`config.mk`:
```
export PLATFORM = sky130hd
export DESIGN_NAME = gpg_step
export DESIGN_NICKNAME = d
export VERILOG_FILES = /design/src/rtl/core/gpg_pkg.sv /design/src/rtl/core/gpg_step.sv
export SDC_FILE = /design/constraint.sdc
export NUM_CORES = 2
export LEC_CHECK = 0
export ABC_AREA = 0
export BUFFER_PORTS_ARGS = -buffer_cell sky130_fd_sc_hd__buf_2
export CAP_MARGIN = 0
export CORE_UTILIZATION = 30
export DETAILED_ROUTE_END_ITERATION = 10
export PLACE_DENSITY = 0.56
export SLEW_MARGIN = 30
export SYNTH_ARGS = -nofsm -noshare
export SYNTH_HDL_FRONTEND = slang
export SYNTH_SLANG_ARGS = --single-unit
```
`constraint.sdc`:
```
create_clock -name i_clk -period 9.1 [get_ports i_clk]
set_clock_uncertainty 0.1 [all_clocks]
set_input_delay 0.455 -clock i_clk [delete_from_list [all_inputs] [get_ports i_clk]]
set_output_delay 0.455 -clock i_clk [all_outputs]
set_load 0.02 [all_outputs]
```
`src/rtl/core/gpg_pkg.sv`:
```
// ----------------------------------------------------------------------------
// gpg_pkg
// Shared types and constants of the polar Gaussian sample generator.
// ----------------------------------------------------------------------------
package gpg_pkg;

    // Configuration register indexes.
    localparam logic CFG_MEAN = 1'b0;
    localparam logic CFG_STD  = 1'b1;

    localparam logic signed [23:0] MEAN_RESET = 24'sd0;
    localparam logic [23:0]        STD_RESET  = 24'd4096;

    // Squaring steps of the logarithm, steps of the ratio divider and of the square root.
    localparam int LOG_STEPS  = 30;
    localparam int DIV_STEPS  = 33;
    localparam int ROOT_STEPS = 32;

    // ln(2) with 32 fraction bits.
    localparam logic [31:0] LN2_Q32 = 32'd2977044472;

    // One item between the front end and the end of the divider chain.
    typedef struct packed {
        logic        neg1;
        logic        neg2;
        logic [61:0] w;
        logic [5:0]  n;
        logic [30:0] m;
        logic [29:0] frac;
        logic [61:0] rem1;
        logic [61:0] rem2;
        logic [32:0] q1;
        logic [32:0] q2;
    } t_item;

    // One item in the square root chain.
    typedef struct packed {
        logic        neg1;
        logic        neg2;
        logic [63:0] v1;
        logic [63:0] v2;
        logic [63:0] r1;
        logic [63:0] r2;
    } t_root;

endpackage

```
`src/rtl/core/gpg_step.sv`:
```
// ----------------------------------------------------------------------------
// gpg_step
// One stage of the iteration chain: one squaring step of the logarithm (only in
// stages below LOG_STEPS) and one restoring division step for each coordinate.
// ----------------------------------------------------------------------------
module gpg_step #(
    parameter int STEP = 0
) (
    input  logic           i_clk,
    input  logic           i_rst_n,
    input  logic           i_en,
    input  logic           i_vld,
    input  gpg_pkg::t_item i_item,
    output logic           o_vld,
    output gpg_pkg::t_item o_item
);
    import gpg_pkg::*;

    logic [61:0] p;
    logic [31:0] ms;
    logic [61:0] rs1, rs2;
    t_item       n_item;
    logic        r_vld;
    t_item       r_item;

    always_comb begin
        n_item = i_item;
        p  = 62'(i_item.m) * 62'(i_item.m);
        ms = p[61:30];
        if (STEP < LOG_STEPS) begin
            n_item.m    = ms[31] ? ms[31:1] : ms[30:0];
            n_item.frac = {i_item.frac[28:0], ms[31]};
        end
        // The first division step compares without a shift.
        rs1 = (STEP == 0) ? i_item.rem1 : {i_item.rem1[60:0], 1'b0};
        rs2 = (STEP == 0) ? i_item.rem2 : {i_item.rem2[60:0], 1'b0};
        n_item.rem1 = (rs1 >= i_item.w) ? rs1 - i_item.w : rs1;
        n_item.rem2 = (rs2 >= i_item.w) ? rs2 - i_item.w : rs2;
        n_item.q1   = {i_item.q1[31:0], rs1 >= i_item.w};
        n_item.q2   = {i_item.q2[31:0], rs2 >= i_item.w};
    end

    always_ff @(posedge i_clk) begin
        if (!i_rst_n) begin
            r_vld <= 1'b0;
        end else if (i_en) begin
            r_vld <= i_vld;
        end
    end

    always_ff @(posedge i_clk) begin
        if (i_en) begin
            r_item <= n_item;
        end
    end

    assign o_vld  = r_vld;
    assign o_item = r_item;

endmodule

```
* Word-level counts from Yosys, hierarchy flattened
Cells that the tools add are included.
** Cells by class
- Bitwise operators :: 0
- Div/mod/pow operators :: 0
- Muxes and demuxes :: 3
- $add $sub $neg :: 2
- Magnitude comparators :: 2
- Shift-type cells :: 0
- Reduce and logical (&&, ||, !) cells :: 0
- $mul :: 1
- Equal/unequal tests :: 0
** Operators by type and width (number)
- $ge 62x62->1 :: 2
- $mux 62 :: 2
- $sub 62x62->62 :: 2
- $mul 31x31->62 :: 1
- $mux 30 :: 1
** Word-level totals
- Output and inout bits :: 322
- Input bits :: 325
- Bits in writable memories :: 0
- Memory bits (read-only) :: 0
- Logic and storage cells :: 20
- Flip-flop bits (word level) :: 322
- Latch bits :: 0
- Memories kept :: 0

* Logic depth before layout (Yosys ltp)
- Depth in word-level cells :: 2
- Depth in mapped cells :: 30
- Mapped depth without buffers :: 27

* Least setup slack after synthesis
No wires, ideal clock.
- Path kind :: input to register
- From :: input port i_item[226] (netlist bit)
- To :: register r_item, in the netlist o_item[236] (data pin)
- Data arrival time :: 7.752 ns
- Library setup time :: 0.260 ns
- Stages on the path :: 27
- Path buffers :: 3
- Setup slack :: 0.988 ns
- Data required time :: 8.740 ns
- Cell sequence :: clkbuf_1 > clkbuf_1 > nand2_1 > fa_1 > inv_1 > fa_1 > fa_1 > inv_1 > fa_1 > inv_1 > fa_1 > inv_1 > fa_1 > inv_1 > fa_1 > fa_1 > ha_1 > o21ai_0 > nand2b_1 > a41o_1 > a211oi_1 > a211oi_2 > nor4b_1 > nor4b_1 > a211oi_4 > buf_6 > mux2_2
** RTL lines
- start, declared :: line gpg_step.sv:13 : input gpg_pkg::t_item i_item,
- end signal, assigned :: line gpg_step.sv:53 : r_item <= n_item;
- end, declared :: line gpg_step.sv:24 : t_item r_item;

==> flow_summary.toml <==
[status]
run_status = "complete, no violations"

[sta]
slew_headroom = 0.370
fin_crit_ns = 8.27
finalHoldViolCount = 0
timing.fmax_mhz = 121
actual_transition_at_the_worst_max_transition_pin_ns = 0.946
post_route_fraction_of_the_period_consumed_by_the_critical_path = 0.909
totalNegativeSetupSlack_ns = 0
setup_repair_after_global_routing_missed_its_margin = "false"
final_max_slew_viol_count = 0
finalSetupViolCount = 0
setup_slack_ns = 0.830

[routing]
drtAntennaViolNets = 0
finalWirelength_um = 168000
drt-initial-drc-count = 2434
drt_pass1_iterations = 5
vias_per_cell = 4.80
wire_per_inst_um = 21.9
post-route-drc-count = 0
num_vias = 36680

[setup_path]
critical_path.slowest_cell = "nor4b_1"
worstPathArrival_ns = 8.53
critical_path_cell_count = 25
cpPeakStageDelay_ns = 0.72
critPathLaunchType = "input pin"
timing.rr.end = "o_vld$_SDFFE_PN0P_"
path_max_fanout = 18
cp-endpoint = "o_item[237]$_DFFE_PP_"
timing.critical_path.max_delay_family = "adder cells"
ff2ff_path_depth = 3
timing.setup.critical_path_class = "in2reg"
timing.rr.start = "o_vld$_SDFFE_PN0P_"
end_kind = "flip-flop"
worst_ep_required_time_ns = 9.36
worstPathBufferInverterCount = 6
setup.worst_path.start = "i_item[224]"
timing.reg2reg.setup_slack_ns = 7.81
critPathMostFrequentCell = "fa_1"

[place]
place.detailed.hpwl_um = 141000
dp_worst_setup_slack_ns = 0.250
port_buffers = 643
place.gp.congestion = 0.951

[floorplanning]
die-width_um = 394
floorplan.rows = 143
dieHeight_um = 394
initial_utilization = 0.303
placeableCoreArea_um2 = 152000
die_outline_area_um2 = 155000
top_level_ports = 647

[synthesis]
synth-async-reset-ratio = 0
synth.distinct_cells = 85
syn-instance-count = 4708
synth_largest_type_area_fraction = 0.326
yosys_register_bits = 322
netlist_top_cells_area = "fa_1 33%, edfxtp_1 21%, ha_1 11%, inv_1 8.2%, nand2_1 3.8%"
synth_area_um2 = 46000
yosys_warnings = 0
synth.avg_cell_area_um2 = 9.77
synth_top_area_cell = "fa_1"
synth-edff-count = 321
mappedNetlistNets = 6177
dominantRegCellSynth = "edfxtp_1"
yosysSeqAreaShare = 0.210

[final_layout]
finalNetCount = 7043
most_common_cell_after_layout_fill_and_taps_aside = "inv_1"
post_route_cells_drive_above_1_share = 0.170
areaGrowthSynthToFinish_pct = 20.9
commonest_cells_after_routing_fill_and_taps_aside = "1011 x inv_1, 749 x fa_1, 642 x buf_2, 465 x nand2_1, 395 x ha_1"

[hold_path]
hp-class = "in2reg"

[clocking]
ctsHtreeMaxLevel = 2
clock_latency_ns = 0.62
clock_tree.root_cell = "clkbuf_16"
clk_pin_slew_ns = 0.06
max-clock-path-buffers = 3
cts-resized-gates = 0
cts_tree = "done"
clock_sink_count = 322
cts_buffers = 43

[global_routing]
number_of_antenna_violations_at_the_first_check_in_global_routing = 35
grt_start_max_net_pins = 92
grt_first_pass_wirelength_um = 249000
globalRoute.totalOverflow = 0
grtUsageTotal = 0.216
number_of_global_route_vias_before_repair = 39068

[job]
cap_viol_max_count = 0
## repair_timing
action,4_1_cts,5_1_grt
setup buffers,0,0
endpoints found under the hold margin,165,0
setup endpoints to repair,0,0
hold buffers,166,0
## kinds of logic after synthesis
family / share of synthesized area
simple gates: 0.113
buf+inv: 0.0990
flops: 0.210
fa+ha+maj: 0.433
mux: 0.0115
compound gates: 0.102
xor+xnor: 0.0310
## per-stage QoR
step	util	hold slack, ns	std cells	instance area [um2]
6_report	0.366	0.0479	7649	55600
4_1_cts	0.366	0.000679	7637	55600
3_3_place_gp	0.345	0.430	7392	52500
5_1_grt	0.366	0.0260	7645	55600
2_1_floorplan	-	0.454	4708	46000
3_5_place_dp	0.345	0.432	7392	52500
## cell usage after synthesis, types with 16 or more instances
master	count
o21ai_0	159
and2_1	203
xor2_1	68
clkbuf_1	160
fa_1	749
nor3_1	28
o21a_1	20
a211oi_1	25
nand2_1	465
nand3_1	41
a31oi_1	24
nor2b_1	24
xnor2_1	95
inv_1	1011
ha_1	395
nand2b_1	16
o21bai_1	27
edfxtp_1	321
mux2_1	20
and3_1	30
a21oi_1	254
nor2_1	185
nand4_1	47
a21o_1	108
## worst reg2reg max path: stages, from the launching register on
cell	delay (ns)
dfxtp_1	0.32
mux2i_1	0.14
nor2b_1	0.06
dlygate4sd3_1	0.55
## state kept, by name, summed over array words and instances (netlist names)
| name | cells |
|---|---|
| o_item | 321 |
| o_vld | 1 |
## cell type report
class | count | area (um2)
Fill cell | 15472 | 96400
Antenna cell | 11 | 27.5
Clock buffer | 47 | 1090
Multi-Input combinational cell | 3192 | 31800
Timing Repair Buffer | 1000 | 6410
Clock inverter | 32 | 304
Tap cell | 2030 | 2540
Inverter | 1015 | 3810
Sequential cell | 322 | 9660
## metal layers
metal / share of wire / vias up / wire length, um / GRT usage
li1: - / 16830 / - / -
met1: 0.41 / 18361 / 68800 / 0.268
met2: 0.50 / 1238 / 83300 / 0.380
met3: 0.053 / 247 / 8870 / 0.0301
met4: 0.039 / 4 / 6560 / 0.0771
met5: 0.00016 / - / 27 / 0
## worst min path at each step
stage | start | endpoint | slack (ns) | cells past startpoint
after floorplan | i_item[9] | o_item[10]$_DFFE_PP_ | 0.45 | 0
after global placement | o_vld$_SDFFE_PN0P_ | o_vld$_SDFFE_PN0P_ | 0.43 | 2
after detailed placement | o_vld$_SDFFE_PN0P_ | o_vld$_SDFFE_PN0P_ | 0.43 | 2
after CTS | i_item[86] | o_item[86]$_DFFE_PP_ | 0.0007 | 3
after global routing | i_item[110] | o_item[110]$_DFFE_PP_ | 0.03 | 3
final | i_item[112] | o_item[112]$_DFFE_PP_ | 0.05 | 3
Power is left out: the tool's default activity adds up to more than one toggle a clock period on the data nets, which glitch-free logic cannot reach.
