File: config.mk
export PLATFORM = sky130hd
export DESIGN_NAME = gpg_front
export DESIGN_NICKNAME = d
export VERILOG_FILES = /design/src/rtl/core/gpg_pkg.sv /design/src/rtl/core/gpg_front.sv
export SDC_FILE = /design/constraint.sdc
export NUM_CORES = 2
export LEC_CHECK = 0
export ABC_AREA = 1
export BUFFER_PORTS_ARGS = -buffer_cell sky130_fd_sc_hd__clkbuf_2
export CORE_MARGIN = 2
export CORE_UTILIZATION = 66
export CTS_BUF_LIST = sky130_fd_sc_hd__clkbuf_16
export DETAILED_ROUTE_END_ITERATION = 10
export PLACE_DENSITY = 0.87
export SLEW_MARGIN = 5
export SYNTH_ARGS = -nofsm -noshare
export SYNTH_HDL_FRONTEND = slang
export SYNTH_SLANG_ARGS = --single-unit
File: constraint.sdc
create_clock -name i_clk -period 16.51 [get_ports i_clk]
set_input_delay 1.651 -clock i_clk [delete_from_list [all_inputs] [get_ports i_clk]]
set_output_delay 1.651 -clock i_clk [all_outputs]
set_load 0.005 [all_outputs]
File: src/rtl/core/gpg_pkg.sv
// ----------------------------------------------------------------------------
// gpg_pkg
// Shared types and constants of the polar Gaussian sample generator.
// ----------------------------------------------------------------------------
package gpg_pkg;

    // Configuration register indexes.
    localparam logic CFG_MEAN = 1'b0;
    localparam logic CFG_STD  = 1'b1;

    localparam logic signed [23:0] MEAN_RESET = 24'sd0;
    localparam logic [23:0]        STD_RESET  = 24'd4096;

    // Squaring steps of the logarithm, steps of the ratio divider and of the square root.
    localparam int LOG_STEPS  = 30;
    localparam int DIV_STEPS  = 33;
    localparam int ROOT_STEPS = 32;

    // ln(2) with 32 fraction bits.
    localparam logic [31:0] LN2_Q32 = 32'd2977044472;

    // One item between the front end and the end of the divider chain.
    typedef struct packed {
        logic        neg1;
        logic        neg2;
        logic [61:0] w;
        logic [5:0]  n;
        logic [30:0] m;
        logic [29:0] frac;
        logic [61:0] rem1;
        logic [61:0] rem2;
        logic [32:0] q1;
        logic [32:0] q2;
    } t_item;

    // One item in the square root chain.
    typedef struct packed {
        logic        neg1;
        logic        neg2;
        logic [63:0] v1;
        logic [63:0] v2;
        logic [63:0] r1;
        logic [63:0] r2;
    } t_root;

endpackage

File: src/rtl/core/gpg_front.sv
// ----------------------------------------------------------------------------
// gpg_front
// Maps the uniform words, forms w, rejects pairs on or outside the unit circle or
// at its center and normalizes w for the logarithm.
// ----------------------------------------------------------------------------
module gpg_front #(
    parameter int UB = 16
) (
    input  logic           i_clk,
    input  logic           i_rst_n,
    input  logic           i_en,
    input  logic           i_vld,
    input  logic [UB-1:0]  i_ua,
    input  logic [UB-1:0]  i_ub,
    output logic           o_vld,
    output gpg_pkg::t_item o_item
);
    import gpg_pkg::*;

    localparam int F  = (UB > 30) ? 30 : UB;
    localparam int SH = UB - F;
    localparam logic [F+1:0] HALF  = (F+2)'(1) << F;
    localparam logic [61:0]  W_LIM = 62'(1) << (2 * F);

    logic [UB:0]  u2a, u2b, sa, sb;
    logic signed [F+1:0] da, db, na, nb;
    logic [30:0]  n_ad1, n_ad2;
    logic [61:0]  n_w;
    logic [5:0]   n_n;
    logic [30:0]  n_m;

    logic        r_v0, r_v1, r_v2, r_v3, r_v4;
    logic        r_neg1_0, r_neg2_0, r_neg1_1, r_neg2_1, r_neg1_2, r_neg2_2;
    logic        r_neg1_3, r_neg2_3;
    logic [30:0] r_ad1, r_ad2;
    logic [60:0] r_sq1, r_sq2, r_sq1_2, r_sq2_2, r_sq1_3, r_sq2_3;
    logic [61:0] r_w2, r_w3;
    logic [5:0]  r_n3;
    t_item       r_item;

    always_comb begin
        u2a = {i_ua, 1'b0};
        u2b = {i_ub, 1'b0};
        sa  = u2a >> SH;
        sb  = u2b >> SH;
        da  = $signed({1'b0, sa[F:0]}) - $signed(HALF);
        db  = $signed({1'b0, sb[F:0]}) - $signed(HALF);
        na  = -da;
        nb  = -db;
        n_ad1 = 31'(da[F+1] ? na[F:0] : da[F:0]);
        n_ad2 = 31'(db[F+1] ? nb[F:0] : db[F:0]);
    end

    assign n_w = 62'(r_sq1) + 62'(r_sq2);

    always_comb begin
        n_n = '0;
        for (int i = 0; i < 62; i++) begin
            if (r_w2[i]) n_n = 6'(i);
        end
    end

    always_comb begin
        if (r_n3 <= 6'd30) begin
            n_m = 31'(r_w3 << (6'd30 - r_n3));
        end else begin
            n_m = 31'(r_w3 >> (r_n3 - 6'd30));
        end
    end

    always_ff @(posedge i_clk) begin
        if (!i_rst_n) begin
            r_v0 <= 1'b0;
            r_v1 <= 1'b0;
            r_v2 <= 1'b0;
            r_v3 <= 1'b0;
            r_v4 <= 1'b0;
        end else if (i_en) begin
            r_v0 <= i_vld;
            r_v1 <= r_v0;
            // A pair on or outside the circle, or at its center, is dropped here.
            r_v2 <= r_v1 && (n_w != 62'd0) && (n_w < W_LIM);
            r_v3 <= r_v2;
            r_v4 <= r_v3;
        end
    end

    always_ff @(posedge i_clk) begin
        if (i_en) begin
            r_ad1    <= n_ad1;
            r_ad2    <= n_ad2;
            r_neg1_0 <= da[F+1];
            r_neg2_0 <= db[F+1];
            r_sq1    <= 61'(62'(r_ad1) * 62'(r_ad1));
            r_sq2    <= 61'(62'(r_ad2) * 62'(r_ad2));
            r_neg1_1 <= r_neg1_0;
            r_neg2_1 <= r_neg2_0;
            r_w2     <= n_w;
            r_sq1_2  <= r_sq1;
            r_sq2_2  <= r_sq2;
            r_neg1_2 <= r_neg1_1;
            r_neg2_2 <= r_neg2_1;
            r_w3     <= r_w2;
            r_n3     <= n_n;
            r_sq1_3  <= r_sq1_2;
            r_sq2_3  <= r_sq2_2;
            r_neg1_3 <= r_neg1_2;
            r_neg2_3 <= r_neg2_2;
            r_item.neg1 <= r_neg1_3;
            r_item.neg2 <= r_neg2_3;
            r_item.w    <= r_w3;
            r_item.n    <= r_n3;
            r_item.m    <= n_m;
            r_item.frac <= '0;
            r_item.rem1 <= 62'(r_sq1_3);
            r_item.rem2 <= 62'(r_sq2_3);
            r_item.q1   <= '0;
            r_item.q2   <= '0;
        end
    end

    assign o_vld  = r_v4;
    assign o_item = r_item;

endmodule

=== After elaboration in Yosys (flattened, before gate mapping) ===
Index checks and enable logic that the tools add are counted.

* Add/subtract/negate cells: 7
* Multipliers: 2
* Divide/modulo/power cells: 0
* $lt $le $gt $ge: 2
* Eq/ne operators: 0
* Shift-type cells: 2
* Multiplexer cells: 63
* Bitwise logic cells: 0
* Reductions and logical operators: 7

{| class="wikitable"
|+ Operators with widths
! kind !! number
|-
| 2-to-1 mux 6 bit || 30
|-
| multiplier 31 x 31 -> 61 bit || 2
|-
| 2-to-1 mux 5 bit || 16
|-
| adder 61 x 61 -> 62 bit || 1
|-
| < comparator 62 x 33 -> 1 bit, second input constant || 1
|-
| nonzero test 62 bit || 1
|-
| << shifter 62 x 6 -> 31 bit || 1
|-
| right shift 62 x 6 -> 31 bit || 1
|-
| subtractor 17 x 17 -> 18 bit, second input constant || 2
|-
| 2-to-1 mux 17 bit || 2
|-
| negator 17 bit || 2
|-
| 2-to-1 mux 4 bit || 8
|-
| 2-to-1 mux 31 bit || 1
|-
| OR reduction 30 bit || 1
|-
| OR reduction 14 bit || 1
|-
| 2-to-1 mux 3 bit || 4
|-
| <= comparator 6 x 5 -> 1 bit, second input constant || 1
|-
| OR reduction 6 bit || 1
|-
| subtractor 5 x 6 -> 6 bit, first input constant || 1
|-
| subtractor 6 x 5 -> 6 bit, second input constant || 1
|-
| logical AND 1 bit || 2
|-
| 2-to-1 mux 1 bit || 2
|-
| OR reduction 2 bit || 1
|}

* Register bits: 794
* Latch bits: 0
* Bits in writable memories: 0
* Bits in read-only memories: 0
* Word-level logic and storage cells: 118
* Memories: 0

=== Depth between registers and ports, before layout ===
* Word-level depth: 60
* Depth in mapped cells: 40

=== Worst setup path after synthesis ===
No wires, ideal clock.

* Kind: flip-flop to flip-flop
* Start: register r_ad1[4]
* End: register r_sq1[35], data pin
* Library setup time: 259 ps
* Data arrival time: 6,923 ps
* Required time: 16,251 ps
* Setup slack: 9,329 ps
* Stages on the path, launching flop included: 32
* Path buffers: 2
* Clock period less this slack: 7,181 ps
* Cells stage by stage: edfxtp_1 -> clkbuf_1 -> clkbuf_1 -> nand2_1 -> fa_1 -> inv_1 -> fa_1 -> fa_1 -> inv_1 -> fa_1 -> inv_1 -> fa_1 -> inv_1 -> fa_1 -> inv_1 -> fa_1 -> inv_1 -> fa_1 -> inv_1 -> ha_1 -> a21oi_1 -> o21ai_0 -> o21bai_2 -> a21boi_2 -> o21ai_2 -> a21oi_2 -> o21ai_2 -> a21boi_2 -> o21ai_1 -> nand2_1 -> nand2_1 -> xor2_1

* Cells in the longest elaborated chain, start to end: 1

{| class="wikitable"
|+ Ends and longest elaborated chain
! element !! line !! RTL
|-
| start, declared || gpg_front.sv:35 || <nowiki>logic [30:0] r_ad1, r_ad2;</nowiki>
|-
| start signal, assigned || gpg_front.sv:90 || <nowiki>r_ad1 <= n_ad1;</nowiki>
|-
| multiplier 31 x 31 -> 61 bit || gpg_front.sv:94 || <nowiki>r_sq1 <= 61'(62'(r_ad1) * 62'(r_ad1));</nowiki>
|-
| end signal, assigned || gpg_front.sv:94 ||
|-
| end, declared || gpg_front.sv:36 || <nowiki>logic [60:0] r_sq1, r_sq2, r_sq1_2, r_sq2_2, r_sq1_3, r_sq2_3;</nowiki>
|}

Every way passes these cells.
A chain may end at the register's enable or synchronous reset.

=== Worst setup path after layout ===
* Start: register r_ad1[12]
* End: register r_sq1[35], data pin

The elaborated chain is that of the path after synthesis.

==> flow_metrics.env <==
export IMPL_layout_commonest_cell="inv_1"
export IMPL_start_util_pct=66.4
export IMPL_antenna_found_initial=1
export IMPL_dp_final_hpwl_mm=66.3
export IMPL_avgSynthCellArea_um2=9.82
export IMPL_routed_via_density=5.40
export IMPL_fmax_ghz=0.130
export IMPL_fin_crit_ns=7.70
export IMPL_clock_skew_ns=0.0380
export IMPL_drt_wl_total_mm=86.7
export IMPL_post_drt_wl_per_cell_um=17.6
export IMPL_drt_drc_violations_left=0
export IMPL_globalRouteMet3Util_pct=3.70
export IMPL_clock_latency_ns=0.63
export IMPL_grt_busiest_layer="met2"
export IMPL_syn_instance_count=3972
export IMPL_r2r_end="r_sq1[35]"
export IMPL_syn2layout_area_growth_pct=6.61
export IMPL_vias=26600
export IMPL_regArea_mm2=0.0141
export IMPL_n_fill_cell=4010
export IMPL_cts_htree_levels=2
export IMPL_hold_viol=0
export IMPL_postCtsResizedCells=0
export IMPL_fin_nets=4885
export IMPL_crit_required_ns=16.89
export IMPL_grt_overflow=0
export IMPL_grt_pass1_vias=27200
export IMPL_fin_crit_sh_pct=46.6
export IMPL_hold_class="flip-flop to flip-flop"
export IMPL_drive_above_1_share_pct=8.04
export IMPL_pin_count=358
export IMPL_yosysSeqAreaShare_pct=36.1
export IMPL_clock_sinks=470
export IMPL_clockRootBuffer="clkbuf_16"
export IMPL_clk_pin_slew_ns=0.06
export IMPL_multi_input_comb_area_mm2=0.0202
export IMPL_worstMarginPinSlew_ns=1.20
export IMPL_rsz0062_at_grt="no"
export IMPL_cts_buffers=49
export IMPL_cts_tree="yes"
export IMPL_hold_path_depth=0
export IMPL_gp_congestion=1.01
export IMPL_worstReg2RegStart="r_ad1[12]"
export IMPL_fp_dieH_um=247
export IMPL_grt_pass1_wl_mm=137
export IMPL_status="finished clean"
export IMPL_synth_distinct_cells=60
export IMPL_async_flop_share_pct=0
export IMPL_syn_area_mm2=0.0390
export IMPL_finalSetupTns_ns=0
export IMPL_yosysWarnings=0
export IMPL_drtIter0Drc=1925
export IMPL_met1_usage_pct=34.8
export IMPL_rows=89
export IMPL_drv_cap=0
export IMPL_path_class="flip-flop to flip-flop"
export IMPL_start_kind="flip-flop"
export IMPL_relSlewSlack_pct=19.8
export IMPL_maxSlewViolCount=0
export IMPL_grt_usage_pct=29.2
export IMPL_worstPathArrival_ns=8.08
export IMPL_endpoint_kind="flip-flop"
export IMPL_crit_path_max_fanout=16
export IMPL_min_from="r_sq1_2[21]"
export IMPL_cpPeakStageDelay_ns=0.76
export IMPL_crit_top_cell="fa_1"
export IMPL_synth_edff_count=465
export IMPL_core_area_mm2=0.0587
export IMPL_slowest_stage="edfxtp_1"
export IMPL_postCtsSetupBuffers=0
export IMPL_grt_max_degree=192
export IMPL_rrSetupSlack_ns=8.81
export IMPL_clockBufferDepth=3
export IMPL_die_w_um=247
export IMPL_firstDrtPassIters=6
export IMPL_r2r_cells=29
export IMPL_antenna_left=0
export IMPL_fin_ws_ns=8.81
export IMPL_setup_viol=0
export IMPL_cts_hold_buf=0
export IMPL_grtUsageMet2_pct=50.0
export IMPL_n_antenna_cell=0
export IMPL_portBuffers=179
export IMPL_pre_cts_slack_ns=8.83
export IMPL_ys_ff_latch=470
export IMPL_hold_end="r_sq1_3[21]"
export IMPL_die_area_mm2=0.0610
export IMPL_synth_ff_type="edfxtp_1"
export IMPL_layout_common_cells="979 x inv_1, 655 x nand2_1, 465 x edfxtp_1"
## worst max path at each step
stage | startpoint | endpoint | slack [ns] | cells past startpoint
3_3_place_gp | r_ad1[12] | r_sq1[35] | 9.04 | 29
5_1_grt | r_ad1[12] | r_sq1[35] | 8.40 | 29
6_report | r_ad1[12] | r_sq1[35] | 8.81 | 29
3_5_place_dp | r_ad1[12] | r_sq1[35] | 8.83 | 29
4_1_cts | r_ad1[12] | r_sq1[35] | 8.79 | 29
2_1_floorplan | r_ad1[4] | r_sq1[35] | 9.33 | 31
## final cells by class
type                    instances  share of cell area [%]
repair buffers                192                    2.44
flip-flops and latches        470                    33.8
well taps                     773                    2.33
clock buffers                  49                    2.95
multi-input cells            2408                    48.5
inverters                     983                    8.88
clock inverters                38                    1.06
## cell usage after synthesis, types with 4 or more instances
cell type	count	share of area [%]
a211oi_1	6	0.12
a21boi_2	4	0.12
a21o_1	11	0.21
a21oi_1	154	2.0
a21oi_2	5	0.11
a31oi_1	15	0.24
buf_1	8	0.077
buf_4	178	3.4
clkbuf_1	100	0.96
clkinv_1	4	0.038
dfxtp_1	5	0.26
edfxtp_1	465	36
fa_1	346	18
ha_1	399	13
inv_1	975	9.4
inv_2	4	0.038
mux2i_1	18	0.46
nand2_1	655	6.3
nand2_2	21	0.34
nand3_1	74	0.95
nand3_2	5	0.13
nand4_1	13	0.21
nor2_1	112	1.1
nor3_1	10	0.13
nor4_1	12	0.19
o211ai_1	14	0.27
o21a_1	8	0.15
o21ai_0	145	1.9
o21ai_1	6	0.077
o21ai_2	10	0.22
o21bai_2	4	0.12
o221ai_1	19	0.43
o31ai_1	5	0.096
xnor2_1	38	0.85
xor2_1	84	1.9
## sequential cells by signal (all words and copies together) (netlist names), 34 cells and up
name     count
r_sq1_3     34
r_sq1_2     34
r_sq2_3     34
r_w2        36
r_sq2_2     34
o_item     143
r_sq2       34
r_sq1       34
r_w3        36
## logic make-up after synthesis
family	after synthesis	share of synthesized area (%)
AO/OA/AOI/OAI	428	6.58
XOR/XNOR	122	2.74
adder cells (fa/ha/maj)	745	30.6
buffers and inverters	1271	14.0
flip-flops	470	36.1
multiplexers	18	0.462
other	1	0.00962
AND/OR/NAND/NOR	917	9.62
## routing by layer
layer	part of all wire, %	up-vias
met5	0	-
met4	7.2	0
met3	6.4	283
met2	49	1077
met1	37	12800
li1	-	12400
## critical path: cells and delay by family (launching register included)
| family | cells | cell delay, ns |
|---|---|---|
| xor+xnor | 1 | 0.13 |
| simple gates | 3 | 0.33 |
| compound gates | 9 | 1.42 |
| buf+inv | 7 | 0.43 |
| fa+ha+maj | 9 | 4.37 |
| flops | 1 | 0.76 |
## metrics by stage
stage / hold slack, ns / util (%) / cell area (um^2) / std cells
final: 0.413 / 70.8 / 41600 / 4913
after global routing: 0.419 / 70.8 / 41600 / 4913
after CTS: 0.416 / 70.8 / 41600 / 4913
after detailed placement: 0.405 / 68.0 / 39900 / 4826
after global placement: 0.401 / 68.0 / 39900 / 4826
after floorplan: 0.400 / - / 39700 / 4149
Power is left out: the tool's default activity adds up to more than one toggle a clock period on the data nets, which glitch-free logic cannot reach.
