===== config.mk =====
export PLATFORM = sky130hd
export DESIGN_NAME = gpg_out
export DESIGN_NICKNAME = d
export VERILOG_FILES = /design/src/rtl/core/gpg_pkg.sv /design/src/rtl/core/gpg_out.sv
export SDC_FILE = /design/constraint.sdc
export NUM_CORES = 2
export LEC_CHECK = 0
export BUFFER_PORTS_ARGS = -buffer_cell sky130_fd_sc_hd__buf_2
export CAP_MARGIN = 10
export CORE_MARGIN = 2
export CORE_UTILIZATION = 45
export DETAILED_ROUTE_END_ITERATION = 10
export HOLD_SLACK_MARGIN = 0.03
export SETUP_SLACK_MARGIN = 0.5
export SLEW_MARGIN = 25
export SYNTH_ARGS = -nofsm -noshare
export SYNTH_HDL_FRONTEND = slang
export SYNTH_SLANG_ARGS = --single-unit

===== constraint.sdc =====
create_clock -name i_clk -period 21.3 [get_ports i_clk]
set_input_delay 3.195 -clock i_clk [delete_from_list [all_inputs] [get_ports i_clk]]
set_output_delay 3.195 -clock i_clk [all_outputs]
set_load 0.02 [all_outputs]

===== src/rtl/core/gpg_pkg.sv =====
// ----------------------------------------------------------------------------
// gpg_pkg
// Shared types and constants of the polar Gaussian sample generator.
// ----------------------------------------------------------------------------
package gpg_pkg;

    // Configuration register indexes.
    localparam logic CFG_MEAN = 1'b0;
    localparam logic CFG_STD  = 1'b1;

    localparam logic signed [23:0] MEAN_RESET = 24'sd0;
    localparam logic [23:0]        STD_RESET  = 24'd4096;

    // Squaring steps of the logarithm, steps of the ratio divider and of the square root.
    localparam int LOG_STEPS  = 30;
    localparam int DIV_STEPS  = 33;
    localparam int ROOT_STEPS = 32;

    // ln(2) with 32 fraction bits.
    localparam logic [31:0] LN2_Q32 = 32'd2977044472;

    // One item between the front end and the end of the divider chain.
    typedef struct packed {
        logic        neg1;
        logic        neg2;
        logic [61:0] w;
        logic [5:0]  n;
        logic [30:0] m;
        logic [29:0] frac;
        logic [61:0] rem1;
        logic [61:0] rem2;
        logic [32:0] q1;
        logic [32:0] q2;
    } t_item;

    // One item in the square root chain.
    typedef struct packed {
        logic        neg1;
        logic        neg2;
        logic [63:0] v1;
        logic [63:0] v2;
        logic [63:0] r1;
        logic [63:0] r2;
    } t_root;

endpackage


===== src/rtl/core/gpg_out.sv =====
// ----------------------------------------------------------------------------
// gpg_out
// Scales by the deviation, adds the mean, saturates and sends the two samples
// of a pair one after the other. Also produces the pipeline advance enable.
// ----------------------------------------------------------------------------
module gpg_out (
    input  logic                  i_clk,
    input  logic                  i_rst_n,
    input  logic                  i_vld,
    input  gpg_pkg::t_root        i_root,
    input  logic signed [23:0]    i_mean,
    input  logic [23:0]           i_std,
    output logic                  o_en,
    output logic                  o_tvalid,
    input  logic                  i_tready,
    output logic [31:0]           o_tdata,
    output logic                  o_tlast
);
    import gpg_pkg::*;

    localparam logic signed [33:0] SAT_HI = 34'sd2147483647;
    localparam logic signed [33:0] SAT_LO = -34'sd2147483648;

    logic        r_v0, r_v1;
    logic [56:0] r_raw1, r_raw2;
    logic [1:0]  r_neg;
    logic [31:0] r_s1, r_s2;
    logic [57:0] rnd1, rnd2;
    logic signed [33:0] val1, val2;
    logic [31:0] n_s1, n_s2;
    logic        free, take;

    logic        r_ovld, r_olast, r_pend;
    logic [31:0] r_odata, r_hold;

    function automatic logic [31:0] sat32(input logic signed [33:0] v);
        if (v > SAT_HI) return 32'h7FFF_FFFF;
        if (v < SAT_LO) return 32'h8000_0000;
        return v[31:0];
    endfunction

    always_comb begin
        rnd1 = 58'(r_raw1) + (58'(1) << 27);
        rnd2 = 58'(r_raw2) + (58'(1) << 27);
        val1 = r_neg[0] ? 34'(i_mean) - $signed({4'b0, rnd1[57:28]})
                        : 34'(i_mean) + $signed({4'b0, rnd1[57:28]});
        val2 = r_neg[1] ? 34'(i_mean) - $signed({4'b0, rnd2[57:28]})
                        : 34'(i_mean) + $signed({4'b0, rnd2[57:28]});
        n_s1 = sat32(val1);
        n_s2 = sat32(val2);
    end

    // The output register is free once it is empty or its sample leaves and
    // no second sample is waiting behind it.
    assign free = !r_ovld || (i_tready && !r_pend);
    assign o_en = !r_v1 || free;
    assign take = r_v1 && free;

    always_ff @(posedge i_clk) begin
        if (!i_rst_n) begin
            r_v0 <= 1'b0;
            r_v1 <= 1'b0;
        end else if (o_en) begin
            r_v0 <= i_vld;
            r_v1 <= r_v0;
        end
    end

    always_ff @(posedge i_clk) begin
        if (o_en) begin
            r_raw1 <= 57'(i_root.r1[32:0]) * 57'(i_std);
            r_raw2 <= 57'(i_root.r2[32:0]) * 57'(i_std);
            r_neg  <= {i_root.neg2, i_root.neg1};
            r_s1   <= n_s1;
            r_s2   <= n_s2;
        end
    end

    always_ff @(posedge i_clk) begin
        if (!i_rst_n) begin
            r_ovld <= 1'b0;
            r_pend <= 1'b0;
        end else if (take) begin
            r_ovld <= 1'b1;
            r_pend <= 1'b1;
        end else if (r_ovld && i_tready) begin
            r_ovld <= r_pend;
            r_pend <= 1'b0;
        end
    end

    always_ff @(posedge i_clk) begin
        if (take) begin
            r_odata <= r_s1;
            r_olast <= 1'b0;
            r_hold  <= r_s2;
        end else if (r_ovld && i_tready) begin
            r_odata <= r_hold;
            r_olast <= 1'b1;
        end
    end

    assign o_tvalid = r_ovld;
    assign o_tdata  = r_odata;
    assign o_tlast  = r_olast;

    a_pend_has_data: assert property (@(posedge i_clk) disable iff (!i_rst_n)
        r_pend |-> r_ovld) else $error("second sample pending without output");
    a_pair_order: assert property (@(posedge i_clk) disable iff (!i_rst_n)
        r_ovld && i_tready && !r_olast |=> r_ovld && r_olast)
        else $error("first sample not followed by its partner");
    a_no_overrun: assert property (@(posedge i_clk) disable iff (!i_rst_n)
        take |-> !r_pend) else $error("new pair loaded over a pending sample");

endmodule


### Word level (Yosys, flattened, before mapping)

Index checks and enable logic that the tools add are counted.

* output and inout port bits: 35
* register bits after elaboration: 249
* word-level logic and storage cells: 55
* input bits: 310

* add/subtract/negate cells: 6
* multipliers: 2
* $lt $le $gt $ge: 4
* multiplexer cells: 22
* reduce and logical (&&, ||, !) cells: 9

Operator list (number)
* 2-to-1 mux 32 bit: 10
* adder 57 x 28 -> 58 bit, second input constant: 2
* multiplier 33 x 24 -> 57 bit: 2
* > comparator 34 x 32 -> 1 bit, second input constant: 2
* less-than comparator 34 x 32 -> 1 bit, second input constant: 2
* 2-to-1 mux 34 bit: 2
* adder 24 x 31 -> 32 bit: 2
* subtractor 24 x 31 -> 32 bit: 2
* 2-to-1 mux 1 bit: 10
* logical AND 1 bit: 3
* zero test 1 bit: 3
* logical OR 1 bit: 2
* nonzero test 2 bit: 1

### Longest topological paths before layout

* depth after elaboration: 8
* gate-level depth with buffers: 28
* mapped depth without buffers: 25

### Worst setup path before layout

OpenSTA, ideal clock, no wires.

* path kind: input to register
* from: input i_std[3]
* to: register r_raw1[56] (data pin)
* path buffers: 3
* cell stages on the path: 26
* data required time: 21036 ps
* library setup time: 264 ps
* arrival: 9884 ps
* slack: 11151 ps
* cell sequence: clkbuf_1 clkbuf_1 nand2_1 fa_1 inv_1 fa_1 inv_1 fa_1 fa_1 inv_1 fa_1 fa_1 inv_1 fa_1 inv_1 ha_1 clkbuf_1 a21boi_0 a2111oi_1 nand3_1 o211ai_1 a21oi_1 a311o_1 and3b_1 a2111oi_2 xnor2_1

* cells in the longest elaborated chain, start to end: 1

Ends and longest elaborated chain
* start: declaration: RTL line gpg_out.sv:12 `input logic [23:0] i_std,`
* multiplier 33 x 24 -> 57 bit: RTL line gpg_out.sv:71 `r_raw1 <= 57'(i_root.r1[32:0]) * 57'(i_std);`
* end signal: assignment: RTL line gpg_out.sv:71
* end: declaration: RTL line gpg_out.sv:25 `logic [56:0] r_raw1, r_raw2;`

Every way passes these cells.
A chain may end at the register's enable or synchronous reset.

### Worst setup path in the final report

* from: input i_std[9]
* to: register r_raw2[52] (data pin)

* cells in the longest elaborated chain, start to end: 1

Ends and longest elaborated chain
* multiplier 33 x 24 -> 57 bit: RTL line gpg_out.sv:72 `r_raw2 <= 57'(i_root.r2[32:0]) * 57'(i_std);`
* end signal: assignment: RTL line gpg_out.sv:72
* end: declaration: RTL line gpg_out.sv:25

Every way passes these cells.

==> reports/metrics.sh <==
SYNTH_FF_TYPE='sky130_fd_sc_hd__edfxtp_1'
CRITICAL_PATH.MAX_STAGE_DELAY_PS=730
LARGEST_NET_DEGREE_AT_THE_START_OF_GLOBAL_ROUTING=72
DR_TOTAL_VIAS=44700
STANDARD_CELL_CORE_AREA_UM2=136000
FINALCRITPERIODSHARE_PCT=54.7
YOSYS_TOP_CELL_BY_AREA='sky130_fd_sc_hd__fa_1'
FINAL_NET_COUNT=8658
CLOCK_INPUT_TRANSITION_AT_THE_SEQUENTIAL_CELLS_OF_THE_WORST_SETUP_AND_HOLD_PATHS_PS=90
GRT_SETUP_UNREPAIRED='no'
MAX_SLEW_VIOLATION_COUNT=0
CLOCK_TREE.BUFFER_DEPTH=2
GLOBALROUTE.TOTALOVERFLOW=0
HOLD_VIOLATIONS_FINAL=0
CRIT_PATH_CELL_CHAIN='buf_2 -> buf_4 -> nand2_1 -> fa_1 -> fa_1 -> inv_1 -> fa_1 -> fa_1 -> fa_1 -> fa_1 -> inv_1 -> fa_1 -> inv_1 -> ha_1 -> nand4_1 -> nor2_1 -> a21boi_0 -> o31ai_1 -> a21oi_1 -> a21oi_1 -> o21bai_1 -> a21boi_0 -> xnor2_1'
START_UTIL_PCT=45.4
DIE_WIDTH_UM=374
POST-DP-HPWL_MM=122
SYNTHARSTFLOPSHARE_PCT=0
SYNTH_ENABLE_FLOP_CELLS=190
DETAIL_ROUTE.WL_PER_CELL_UM=20.5
LAYOUT_COMMONEST_CELL='sky130_fd_sc_hd__inv_1'
WORST_PATH_MOST_REPEATED_CELL='sky130_fd_sc_hd__fa_1'
NETLIST-CELL-TYPE-COUNT=84
SYNTH_SEQUENTIAL_AREA_RATIO_PCT=9.42
ACHIEVABLE-FREQUENCY_MHz=85.9
NUMPORTBUFFERS=154
ROUTE.DETAILED.VIAS_PER_INST=5.35
TYPE_OF_ORIGIN_OF_THE_CRITICAL_PATH='input pin'
WORSTPATHMAXFANOUT=38
SLOWEST_STAGE_CELL_ON_THE_CRITICAL_PATH='sky130_fd_sc_hd__buf_2'
CTSROOTBUFFERMASTER='sky130_fd_sc_hd__clkbuf_16'
WORSTSETUPPATHTYPE='in2reg'
PLACE_CONGESTION=0.870
WORST_EP_ARRIVAL_TIME_PS=11910
CTSRESIZECOUNT=0
SYNTHCELLS=6704
POST_CTS_BUFFERS=0
PIN_COUNT=345
ROUTE.ANTENNA.REMAINING_NETS=0
CP_DATA_REQUIRED_TIME_PS=21560
CPLARGESTDELAYFAMILY='adder cells'
MAX_CAP_VIOL_COUNT=0
SYN_WARNINGS=0
WORSTSETUPENDPOINTTYPE='flip-flop'
CTS_HOLD_REPAIR.BUFFERS=0
CLOCK-SKEW-FINAL_PS=15.2
SYN-CELL-AREA_UM2=61600
OVERALL_TRACK_DEMAND_OVER_CAPACITY_IN_GLOBAL_ROUTING_PCT=25.1
DRIVE_GT1_SHARE_PCT=4.47
WIRE_LENGTH_OF_THE_FIRST_GLOBAL_ROUTING_PASS_MM=274
TIMING.MAX_SLEW.REL_SLACK_PCT=27.0
MOST-COMMON-LAYOUT-CELLS='sky130_fd_sc_hd__inv_1 (1522), sky130_fd_sc_hd__fa_1 (1360), sky130_fd_sc_hd__nand2_1 (895)'
YOSYSTOPAREACELLSHARE_PCT=44.2
FP.DIEAREA_UM2=140000
HOLD_PATH.CLASS='reg2reg'
DRT-PASS1-ITER-COUNT=5
NUMCTSBUFFERS=17
CP.BUFFERS_INVERTERS=5
ROUTE.DETAILED.DRC=0
SYNTH.AREA.TOP_CELLS='sky130_fd_sc_hd__fa_1 (44%), sky130_fd_sc_hd__inv_1 (9.3%), sky130_fd_sc_hd__edfxtp_1 (9.3%)'
FINALSETUPVIOLCOUNT=0
DIE_H_UM=374
ROW_COUNT=135
CLK_LATENCY_PS=460
RUN_STATUS='finished clean'
H-TREE-DEPTH=4
VIAS_IN_THE_FIRST_GLOBAL_ROUTE=48500
SYN-MEAN-INSTANCE-AREA_UM2=9.19
TRITONCTS='built'
TIGHTESTPINTRANSITION_PS=1100
FINAL_PERIOD_MINUS_WORST_SETUP_SLACK_PS=11650
NUMBER_OF_ANTENNA_VIOLATIONS_AT_THE_FIRST_CHECK_IN_GLOBAL_ROUTING=14
AREA_GROWTH_SYN_TO_LAYOUT_PCT=4.26
DRT_ITER0_DRC=2884
SYNTH_NET_COUNT=8798
ROUTED_WIRELENGTH_MM=171
POSTSYNTHREGISTERBITS=195
SINK_COUNT_OF_THE_CLOCK_TREE=195
FIN_TNS_SETUP_PS=0
-- layer usage --
layer | vias to the layer above | track usage, % | part of all wire [%]
met5 | - | 0 | 0.073
met1 | 23100 | 34.3 | 43
met2 | 1630 | 41.8 | 47
met3 | 282 | 4.69 | 8.1
li1 | 19700 | - | -
met4 | 22 | 5.16 | 2.1
-- through the flow --
| step | instances | hold WS, ps | cell area [µm²] | setup WS [ps] | util (%) |
|---|---|---|---|---|---|
| after floorplan | 6704 | 400 | 61600 | 11150 | - |
| after global placement | 8325 | 403 | 63600 | 9380 | 46.9 |
| after detailed placement | 8325 | 405 | 63600 | 9320 | 46.9 |
| after CTS | 8357 | 420 | 64200 | 9780 | 47.3 |
| after global routing | 8358 | 424 | 64200 | 9310 | 47.4 |
| final | 8361 | 419 | 64200 | 9650 | 47.4 |
-- flip-flops by register name, indices dropped and copies added (netlist names) --
signal    flops
r_hold       32
r_v1          1
r_s1         32
o_tvalid      1
r_neg         2
r_raw1       30
r_s2         32
r_raw2       30
r_pend        1
o_tlast       1
o_tdata      32
r_v0          1
-- cells by family (layout without fill, tap and decap cells) --
family	Yosys count	in the layout	synth area share (%)
AO/OA/AOI/OAI	499	499	5.21
buffers and inverters	1872	1745	11.5
XOR/XNOR	231	231	3.28
AND/OR/NAND/NOR	2082	2082	17.1
adder cells (fa/ha/maj)	1784	1784	52.8
other	0	3	0
multiplexers	41	41	0.741
flip-flops	195	195	9.42
-- worst reg2reg max path, cell delays in order, from the launching register on --
cell and delay (ps):
sky130_fd_sc_hd__edfxtp_1 520, sky130_fd_sc_hd__ha_1 350, sky130_fd_sc_hd__and3_1 200, sky130_fd_sc_hd__or3_1 300
sky130_fd_sc_hd__a211oi_1 490, sky130_fd_sc_hd__o21a_1 280, sky130_fd_sc_hd__nor3b_1 190, sky130_fd_sc_hd__a21oi_1 60
sky130_fd_sc_hd__o21ai_0 160, sky130_fd_sc_hd__o21ai_0 140, sky130_fd_sc_hd__xnor2_1 450, sky130_fd_sc_hd__ha_1 360
sky130_fd_sc_hd__inv_1 120, sky130_fd_sc_hd__o21bai_1 90, sky130_fd_sc_hd__a21o_1 190, sky130_fd_sc_hd__a21oi_1 230
sky130_fd_sc_hd__a21oi_1 130, sky130_fd_sc_hd__o41ai_1 540, sky130_fd_sc_hd__o21ai_0 420, sky130_fd_sc_hd__o41a_1 460
sky130_fd_sc_hd__a21boi_0 240, sky130_fd_sc_hd__xnor2_1 90
-- area by class of cell --
| cell class | instances | area [µm²] |
|---|---|---|
| Sequential cell | 195 | 5810 |
| Clock buffer | 17 | 425 |
| Multi-Input combinational cell | 4637 | 48800 |
| Clock inverter | 15 | 211 |
| Inverter | 1523 | 5720 |
| Timing Repair Buffer | 190 | 1070 |
| Antenna cell | 3 | 7.51 |
| Fill cell | 12900 | 71400 |
| Tap cell | 1781 | 2230 |
-- path summary, 6_finish.rpt --
check,startpoint,to,slack [ps],cells past startpoint
worst min-delay path,r_s2[8]$_SDFFCE_PN1P_,r_hold[8]$_DFFE_PP_,420,0
worst min register to register,r_s2[8]$_SDFFCE_PN1P_,r_hold[8]$_DFFE_PP_,420,0
worst max register to register,r_raw1[27]$_DFFE_PP_,r_s1[27]$_SDFFCE_PN1P_,15060,21
worst max-delay path,i_std[9],r_raw2[52]$_DFFE_PP_,9650,23
-- synth_stat cells, types with 14 or more instances --
library cell,number
sky130_fd_sc_hd__inv_1,1522
sky130_fd_sc_hd__fa_1,1360
sky130_fd_sc_hd__nand2_1,896
sky130_fd_sc_hd__and2_1,794
sky130_fd_sc_hd__ha_1,424
sky130_fd_sc_hd__clkbuf_1,322
sky130_fd_sc_hd__edfxtp_1,190
sky130_fd_sc_hd__a21oi_1,166
sky130_fd_sc_hd__xnor2_1,143
sky130_fd_sc_hd__nor2_1,121
sky130_fd_sc_hd__xor2_1,88
sky130_fd_sc_hd__o21ai_0,80
sky130_fd_sc_hd__a21o_1,76
sky130_fd_sc_hd__nand3_1,51
sky130_fd_sc_hd__nand4_1,44
sky130_fd_sc_hd__mux2_2,37
sky130_fd_sc_hd__nor3_1,35
sky130_fd_sc_hd__and3_1,30
sky130_fd_sc_hd__nor2b_1,24
sky130_fd_sc_hd__nand2b_1,23
sky130_fd_sc_hd__buf_2,20
sky130_fd_sc_hd__a31oi_1,18
sky130_fd_sc_hd__o21a_1,17
sky130_fd_sc_hd__o21bai_1,17
sky130_fd_sc_hd__or3_1,17
sky130_fd_sc_hd__a211oi_1,14
Power is not shown: default switching activity piles up to over one toggle a cycle in this logic, so the estimate is an artifact.
